## config.mk

```make
export PLATFORM = sky130hd
export DESIGN_NAME = utf8_six_byte_decoder_flat
export DESIGN_NICKNAME = d
export VERILOG_FILES = /design/src/rtl/utf8sd_pkg.sv /design/src/rtl/utf8sd_stream_if.sv /design/src/rtl/utf8sd_step.sv /design/src/rtl/utf8_six_byte_decoder.sv /design/src/flat_wrapper.sv
export SDC_FILE = /design/constraint.sdc
export NUM_CORES = 1
export LEC_CHECK = 0
export BUFFER_PORTS_ARGS = -buffer_cell sky130_fd_sc_hd__buf_2
export CORE_MARGIN = 3
export CORE_UTILIZATION = 59
export CTS_BUF_LIST = sky130_fd_sc_hd__clkbuf_8
export CTS_CLUSTER_DIAMETER = 100
export DETAILED_ROUTE_END_ITERATION = 12
export HOLD_SLACK_MARGIN = 0.03
export PLACE_DENSITY = 0.82
export SYNTH_ARGS = -nofsm -noshare
export SYNTH_HDL_FRONTEND = slang
export SYNTH_HIERARCHICAL = 1
export SYNTH_SLANG_ARGS = --single-unit
```

## constraint.sdc

```tcl
create_clock -name clk -period 3.45 [get_ports clk]
set_input_delay 0.5175 -clock clk [delete_from_list [all_inputs] [get_ports clk]]
set_output_delay 0.5175 -clock clk [all_outputs]
set_load 0.02 [all_outputs]
```

## src/rtl/utf8sd_pkg.sv

```systemverilog
// Shared types and constants for the six-byte UTF-8 decoder.
// Depends on nothing; utf8sd_step and the top level import it.
package utf8sd_pkg;

  localparam logic [2:0] ST_CHAR      = 3'd0;
  localparam logic [2:0] ST_ILLEGAL   = 3'd1;
  localparam logic [2:0] ST_FINAL_NUL = 3'd2;
  localparam logic [2:0] ST_TRUNCATED = 3'd3;
  localparam logic [2:0] ST_LIMIT     = 3'd4;

  localparam logic [7:0] MASK_CONT = 8'hc0;
  localparam logic [7:0] PAT_CONT  = 8'h80;
  localparam logic [7:0] MASK_LEAD2 = 8'he0;
  localparam logic [7:0] PAT_LEAD2  = 8'hc0;
  localparam logic [7:0] MASK_LEAD3 = 8'hf0;
  localparam logic [7:0] PAT_LEAD3  = 8'he0;
  localparam logic [7:0] MASK_LEAD4 = 8'hf8;
  localparam logic [7:0] PAT_LEAD4  = 8'hf0;
  localparam logic [7:0] MASK_LEAD5 = 8'hfc;
  localparam logic [7:0] PAT_LEAD5  = 8'hf8;
  localparam logic [7:0] MASK_LEAD6 = 8'hfe;
  localparam logic [7:0] PAT_LEAD6  = 8'hfc;

  localparam logic [7:0] BITS_CONT  = 8'h3f;
  localparam logic [7:0] BITS_LEAD2 = 8'h1f;
  localparam logic [7:0] BITS_LEAD3 = 8'h0f;
  localparam logic [7:0] BITS_LEAD4 = 8'h07;
  localparam logic [7:0] BITS_LEAD5 = 8'h03;
  localparam logic [7:0] BITS_LEAD6 = 8'h01;

  typedef struct packed {
    logic [7:0] data_byte;
    logic       end_of_buffer;
  } in_item_t;

  typedef struct packed {
    logic [30:0] code_point;
    logic [2:0]  status;
    logic [31:0] chars_written;
    logic        buffer_done;
  } out_item_t;

  typedef struct packed {
    logic [2:0]  pending;
    logic [30:0] acc;
    logic        halted;
  } dec_state_t;

  typedef struct packed {
    logic      emit;
    out_item_t item;
  } step_res_t;

endpackage

```

## src/rtl/utf8sd_stream_if.sv

```systemverilog
// Valid/ready stream interface with a typed payload.
// Depends on nothing; the payload type is given per instance.
interface utf8sd_stream_if #(
  parameter type payload_t = logic
);
  logic     valid;
  logic     ready;
  payload_t payload;

  modport source (output valid, output payload, input ready);
  modport sink (input valid, input payload, output ready);
endinterface

```

## src/rtl/utf8sd_step.sv

```systemverilog
// One decode step: next decoder state, next count and the result word.
// Depends on utf8sd_pkg.
module utf8sd_step
  import utf8sd_pkg::*;
#(
  parameter int COUNT_WIDTH = 32
) (
  input  in_item_t               in_item,
  input  dec_state_t             state_cur,
  input  logic [COUNT_WIDTH-1:0] cnt_cur,
  input  logic [31:0]            max_chars,
  output dec_state_t             state_nxt,
  output logic [COUNT_WIDTH-1:0] cnt_nxt,
  output step_res_t              res
);

  localparam int CMP_W = (COUNT_WIDTH > 32) ? COUNT_WIDTH : 32;

  logic [CMP_W-1:0]       cnt_ext;
  logic [CMP_W-1:0]       inc_ext;
  logic [CMP_W-1:0]       max_ext;
  logic [COUNT_WIDTH-1:0] cnt_inc;
  logic                   limit_cur;
  logic                   limit_inc;
  logic [7:0]             b;
  logic                   last;
  logic                   bad;
  logic [2:0]             pend_w;
  logic [30:0]            acc_w;

  assign b         = in_item.data_byte;
  assign last      = in_item.end_of_buffer;
  assign cnt_inc   = (&cnt_cur) ? cnt_cur : cnt_cur + COUNT_WIDTH'(1);
  assign cnt_ext   = CMP_W'(cnt_cur);
  assign inc_ext   = CMP_W'(cnt_inc);
  assign max_ext   = CMP_W'(max_chars);
  assign limit_cur = (max_chars != 32'd0) && (cnt_ext >= max_ext);
  assign limit_inc = (max_chars != 32'd0) && (inc_ext >= max_ext);

  always_comb begin
    bad    = 1'b0;
    pend_w = 3'd0;
    acc_w  = 31'd0;
    if (state_cur.pending == 3'd0) begin
      if (b[7] == 1'b0) begin
        acc_w = 31'(b);
      end else if ((b & MASK_LEAD2) == PAT_LEAD2) begin
        acc_w  = 31'(b & BITS_LEAD2);
        pend_w = 3'd1;
      end else if ((b & MASK_LEAD3) == PAT_LEAD3) begin
        acc_w  = 31'(b & BITS_LEAD3);
        pend_w = 3'd2;
      end else if ((b & MASK_LEAD4) == PAT_LEAD4) begin
        acc_w  = 31'(b & BITS_LEAD4);
        pend_w = 3'd3;
      end else if ((b & MASK_LEAD5) == PAT_LEAD5) begin
        acc_w  = 31'(b & BITS_LEAD5);
        pend_w = 3'd4;
      end else if ((b & MASK_LEAD6) == PAT_LEAD6) begin
        acc_w  = 31'(b & BITS_LEAD6);
        pend_w = 3'd5;
      end else begin
        bad = 1'b1;
      end
    end else begin
      bad    = ((b & MASK_CONT) != PAT_CONT);
      acc_w  = {state_cur.acc[24:0], b[5:0] & BITS_CONT[5:0]};
      pend_w = state_cur.pending - 3'd1;
    end
  end

  always_comb begin
    state_nxt                   = state_cur;
    cnt_nxt                     = cnt_cur;
    res.emit                    = 1'b0;
    res.item.code_point         = 31'd0;
    res.item.status             = ST_CHAR;
    res.item.chars_written      = cnt_ext[31:0];
    res.item.buffer_done        = 1'b1;
    if (state_cur.halted) begin
      res.item.buffer_done = 1'b0;
    end else if ((state_cur.pending == 3'd0) && limit_cur) begin
      res.emit         = 1'b1;
      res.item.status  = ST_LIMIT;
      state_nxt.halted = 1'b1;
    end else if (bad) begin
      res.emit         = 1'b1;
      res.item.status  = ST_ILLEGAL;
      state_nxt.halted = 1'b1;
    end else if (pend_w != 3'd0) begin
      state_nxt.pending = pend_w;
      state_nxt.acc     = acc_w;
      res.emit          = last;
      res.item.status   = ST_TRUNCATED;
    end else begin
      state_nxt.pending = 3'd0;
      state_nxt.acc     = 31'd0;
      res.emit          = 1'b1;
      if ((acc_w == 31'd0) && last) begin
        res.item.status = ST_FINAL_NUL;
      end else begin
        cnt_nxt                = cnt_inc;
        res.item.code_point    = acc_w;
        res.item.chars_written = inc_ext[31:0];
        if (limit_inc) begin
          res.item.status  = ST_LIMIT;
          state_nxt.halted = 1'b1;
        end else begin
          res.item.buffer_done = last;
        end
      end
    end
    if (last) begin
      state_nxt = '0;
      cnt_nxt   = '0;
    end
  end

endmodule

```

## src/rtl/utf8_six_byte_decoder.sv

```systemverilog
// Top level of the six-byte UTF-8 decoder: input register, decode step, result register.
// Depends on utf8sd_pkg, utf8sd_stream_if and utf8sd_step.
//
//   channel   direction  payload                                          handshake
//   in_ch     in         data_byte, end_of_buffer                         valid/ready
//   out_ch    out        code_point, status, chars_written, buffer_done   valid/ready
//   cfg       in         max_chars                                        cfg_we, no wait
//
// One word per cycle sustained while out_ch does not stall.
// Decoder state updates in the same cycle as the result register loads.
// rst_n clears state, count, max_chars and both valid flags.
// A stalled result holds the decode stage; the input register then fills only if empty.
module utf8_six_byte_decoder
  import utf8sd_pkg::*;
#(
  parameter int COUNT_WIDTH = 32
) (
  input  logic        clk,
  input  logic        rst_n,
  utf8sd_stream_if.sink   in_ch,
  utf8sd_stream_if.source out_ch,
  input  logic        cfg_we,
  input  logic [31:0] cfg_wdata
);

  in_item_t               in_r;
  logic                   in_valid_r;
  dec_state_t             state_r;
  dec_state_t             state_nxt;
  logic [COUNT_WIDTH-1:0] cnt_r;
  logic [COUNT_WIDTH-1:0] cnt_nxt;
  logic [31:0]            max_chars_r;
  out_item_t              out_r;
  logic                   out_valid_r;
  step_res_t              step_res;
  logic                   advance;
  logic                   in_take;

  assign advance      = in_valid_r && (!out_valid_r || out_ch.ready);
  assign in_ch.ready  = !in_valid_r || advance;
  assign in_take      = in_ch.valid && in_ch.ready;
  assign out_ch.valid = out_valid_r;
  assign out_ch.payload = out_r;

  utf8sd_step #(
    .COUNT_WIDTH(COUNT_WIDTH)
  ) u_step (
    .in_item   (in_r),
    .state_cur (state_r),
    .cnt_cur   (cnt_r),
    .max_chars (max_chars_r),
    .state_nxt (state_nxt),
    .cnt_nxt   (cnt_nxt),
    .res       (step_res)
  );

  always_ff @(posedge clk) begin
    if (!rst_n) begin
      in_valid_r  <= 1'b0;
      out_valid_r <= 1'b0;
      state_r     <= '0;
      cnt_r       <= '0;
      max_chars_r <= 32'd0;
    end else begin
      if (in_ch.ready) begin
        in_valid_r <= in_ch.valid;
      end
      if (advance) begin
        state_r     <= state_nxt;
        cnt_r       <= cnt_nxt;
        out_valid_r <= step_res.emit;
      end else if (out_ch.ready) begin
        out_valid_r <= 1'b0;
      end
      if (cfg_we) begin
        max_chars_r <= cfg_wdata;
      end
    end
  end

  always_ff @(posedge clk) begin
    if (in_take) begin
      in_r <= in_ch.payload;
    end
    if (advance && step_res.emit) begin
      out_r <= step_res.item;
    end
  end

endmodule
```

## src/flat_wrapper.sv

```systemverilog
// flat-port wrapper written by rule: the top's interface ports become plain ports
module utf8_six_byte_decoder_flat import utf8sd_pkg::*;
#(
  parameter int COUNT_WIDTH = 32
)
  (clk, rst_n, cfg_we, cfg_wdata, in_ch_valid, in_ch_payload, in_ch_ready, out_ch_valid, out_ch_payload, out_ch_ready);
  utf8sd_stream_if in_ch_i ();
  utf8sd_stream_if out_ch_i ();
  input  logic clk;
  input  logic rst_n;
  input  logic cfg_we;
  input  logic [31:0] cfg_wdata;
  input wire logic [$bits(in_ch_i.valid)-1:0] in_ch_valid;
  input wire logic [$bits(in_ch_i.payload)-1:0] in_ch_payload;
  output wire logic [$bits(in_ch_i.ready)-1:0] in_ch_ready;
  output wire logic [$bits(out_ch_i.valid)-1:0] out_ch_valid;
  output wire logic [$bits(out_ch_i.payload)-1:0] out_ch_payload;
  input wire logic [$bits(out_ch_i.ready)-1:0] out_ch_ready;
  assign in_ch_i.valid = in_ch_valid;
  assign in_ch_i.payload = in_ch_payload;
  assign in_ch_ready = in_ch_i.ready;
  assign out_ch_valid = out_ch_i.valid;
  assign out_ch_payload = out_ch_i.payload;
  assign out_ch_i.ready = out_ch_ready;
  utf8_six_byte_decoder #(.COUNT_WIDTH(COUNT_WIDTH)) u_core (.clk(clk), .rst_n(rst_n), .in_ch(in_ch_i), .out_ch(out_ch_i), .cfg_we(cfg_we), .cfg_wdata(cfg_wdata));
endmodule
```

==> out/metrics.sh <==
OUTCOME='complete, no violations'
STD_CELL_ROWS=41
CTS.SINK_COUNT=97
H_TREE_LEVELS=3
CAP_VIOLATIONS=0
POWER.LEAKAGE_uW=0.00389
POST_DRT_WL_PER_CELL_UM=15.6
CPLARGESTDELAYFAMILY='compound AO/OA/AOI/OAI gates'
NUMBER_OF_WARNING_MESSAGES_IN_THE_YOSYS_LOG=6
R2R_SETUP_SLACK_PS=70
POST_ROUTE_CELLS_DRIVE_ABOVE_1_SHARE_PCT=14.3
NETLIST_INSTANCES=1010
N_ANTENNA_CELL=0
LAYOUT.CELLS.MOST_COMMON_LIST='160 x sky130_fd_sc_hd__nand2_1, 99 x sky130_fd_sc_hd__mux2i_1, 95 x sky130_fd_sc_hd__dfxtp_1, 67 x sky130_fd_sc_hd__ha_1, 58 x sky130_fd_sc_hd__nor2b_1'
DIE-WIDTH_UM=123
WORSTSETUPENDPOINTTYPE='flip-flop'
DIE_AREA_SQ_MM=0.0150
MAX_FREQ_GHz=0.296
COUNT_OF_VIAS_PLACED_BY_THE_DETAILED_ROUTER=7353
HOLD_VIOL_FINAL=0
DIE_H_UM=123
SLEW_HEADROOM_PCT=36.5
GRTUSAGETOTAL_PCT=26.2
FINAL_ANTENNA_NET_COUNT=0
AREA_GROWTH_SYN_TO_FIN_PCT=12.2
COREAREA_SQ_MM=0.0129
LEADING_CELL_TYPE_IN_THE_LAYOUT_FILL_AND_TAPS_EXCLUDED='sky130_fd_sc_hd__nand2_1'
FIRST_GLOBAL_VIAS=6988
GLOBALROUTE.TOTALOVERFLOW=0
PLACE_CONGESTION=0.957
LAYOUT.CELL_AREA.NON_FILLER_SQ_MM=0.00898
SLOWEST_DELAY_PS=440
MAX-CLOCK-PATH-BUFFERS=2
NFILLCELLS=1054
WORST_EP_ARRIVAL_TIME_PS=3640
SETUP_VIOL=0
CLOCK_INSERTION_DELAY_WORST_SKEW_PS=400
SYN-CELL-AREA_SQ_MM=0.00801
ROOT_BUFFER_MASTER='sky130_fd_sc_hd__clkbuf_8'
POWER_PER_CELL_AREA_mW_PER_MM2=292
VDD_DROP_MAX_V=0.000357
WORSTPATHREQUIRED_PS=3710
POST-ROUTE-MIN-PERIOD_PS=3380
FIRST_PASS_GRT_WIRE_LENGTH_UM=32000
MIN_FROM='in_ch_payload'
CRIT_TYPE='reg -> reg'
FINAL_CELLS=1262
POST-PLACE-CELLS=1244
AVERAGE_FOOTPRINT_OF_A_SYNTHESIZED_CELL_SQ_UM=7.93
WORST_HOLD_SLACK_PS=303
POST_DETAILED_ROUTE_VIA_TO_CELL_RATIO=5.83
CRITPATHLAUNCH='u_core/cnt_r[0]'
DRT_PRE_ANTENNA_ITERS=6
CRITPATHBUFINV=3
INITIAL_STANDARD_CELL_UTILIZATION_OF_THE_CORE_PCT=62.0
LAYOUT.NETS=1190
GRT_MAX_DEGREE=93
WORSTPATHCELLLIST='buf_4, inv_1, ha_1, nand2b_1, a2111o_1, a311oi_1, a21o_1, a22oi_2, buf_4, or3_1, mux2_1, nand2_1, mux2i_1'
TIMING.FINAL.CRIT_SHARE_PCT=98.0
CLKSLEWWORSTSETUPHOLDPATHS_PS=110
HOLDCRITPATHCLASS='in -> reg'
CRITICAL_PATH_PEAK_FANOUT=8
PORTBUFFERS=40
WL_UM=19600
TIMING.CRITICAL_PATH.SLOWEST_STAGE_CELL='sky130_fd_sc_hd__a2111o_1'
SLEW_VIOL_FINAL=0
TIMING.CRITICAL_PATH.MODE_CELL='sky130_fd_sc_hd__buf_4'
FIN_TNS_SETUP_PS=0
DP_HPWL_UM=14200
INITIALDRTVIOLATIONCOUNT=675
WORST_PIN_SLEW_PS=953
WORST_R2R_STARTPOINT='u_core/cnt_r[0]'
ANTENNA_FOUND_INITIAL=0
FIN_SKEW_PS=19.2
DRT_DRC_VIOLATIONS_LEFT=0
IO-PIN-COUNT=41
START_KIND='flip-flop'
POST_DP_CELL_AREA_SQ_MM=0.00865
CLOCK_TREE_FROM_TRITONCTS='built'
GRT_SETUP_UNREPAIRED='true'
TOTAL_CLOCK_BUFFERS_CREATED_BY_CTS=9
-- per-layer routing --
layer | share of wire [%] | wire, um | up-vias | GRT usage (%)
met1 | 44 | 8660 | 3372 | 34.4
met3 | 7.6 | 1490 | 57 | 6.50
met5 | 0 | 0 | - | 0
met2 | 46 | 9030 | 292 | 42.6
li1 | - | - | 3632 | -
met4 | 2.3 | 460 | 0 | 7.70
-- report_power, final --
part | switching, uW | internal [uW]
clock network | 432 | 453
registers | 25.2 | 1150
logic | 347 | 213
total | 804 | 1820
-- per-stage QoR --
stage	worst slack (ps)	util (%)	total power [uW]
after floorplan	0.258	-	1590
after global placement	130	66.9	1720
after detailed placement	48.0	66.9	1730
after CTS	22.2	68.8	2610
after global routing	-16.3	69.5	2730
final	69.9	69.5	2620
-- cell type report --
type	instances	area, sq um	share of cell area (%)
Clock buffer	11	151	1.68
Sequential cell	97	1960	21.8
Tap cell	172	215	2.40
Clock inverter	5	86.3	0.961
Inverter	39	146	1.63
Multi-Input combinational cell	841	5770	64.2
Timing Repair Buffer	97	656	7.30
-- flip-flops by register name (all words and copies together) (netlist names) --
register / flops
u_core/out_ch.valid: 1
u_core/in_valid_r: 1
u_core/out_ch.payload: 1
u_core/cnt_r: 32
u_core/state_r: 29
u_core/in_r: 1
u_core/max_chars_r: 32
-- final timing paths --
| kind | endpoint | depth (start not counted) |
|---|---|---|
| setup / recovery | u_core/cnt_r[12] | 13 |
| hold / removal | u_core/in_r[0] | 1 |
| setup reg to reg | u_core/cnt_r[12] | 13 |
| hold reg to reg | u_core/state_r[33] | 2 |
-- timing repair --
action	4_1_cts	5_1_grt
endpoints found under the setup margin	0	3
resized for setup	0	21
hold buffers	0	0
setup buffers	0	2
No activity file was read; power rests on OpenSTA's default activity.
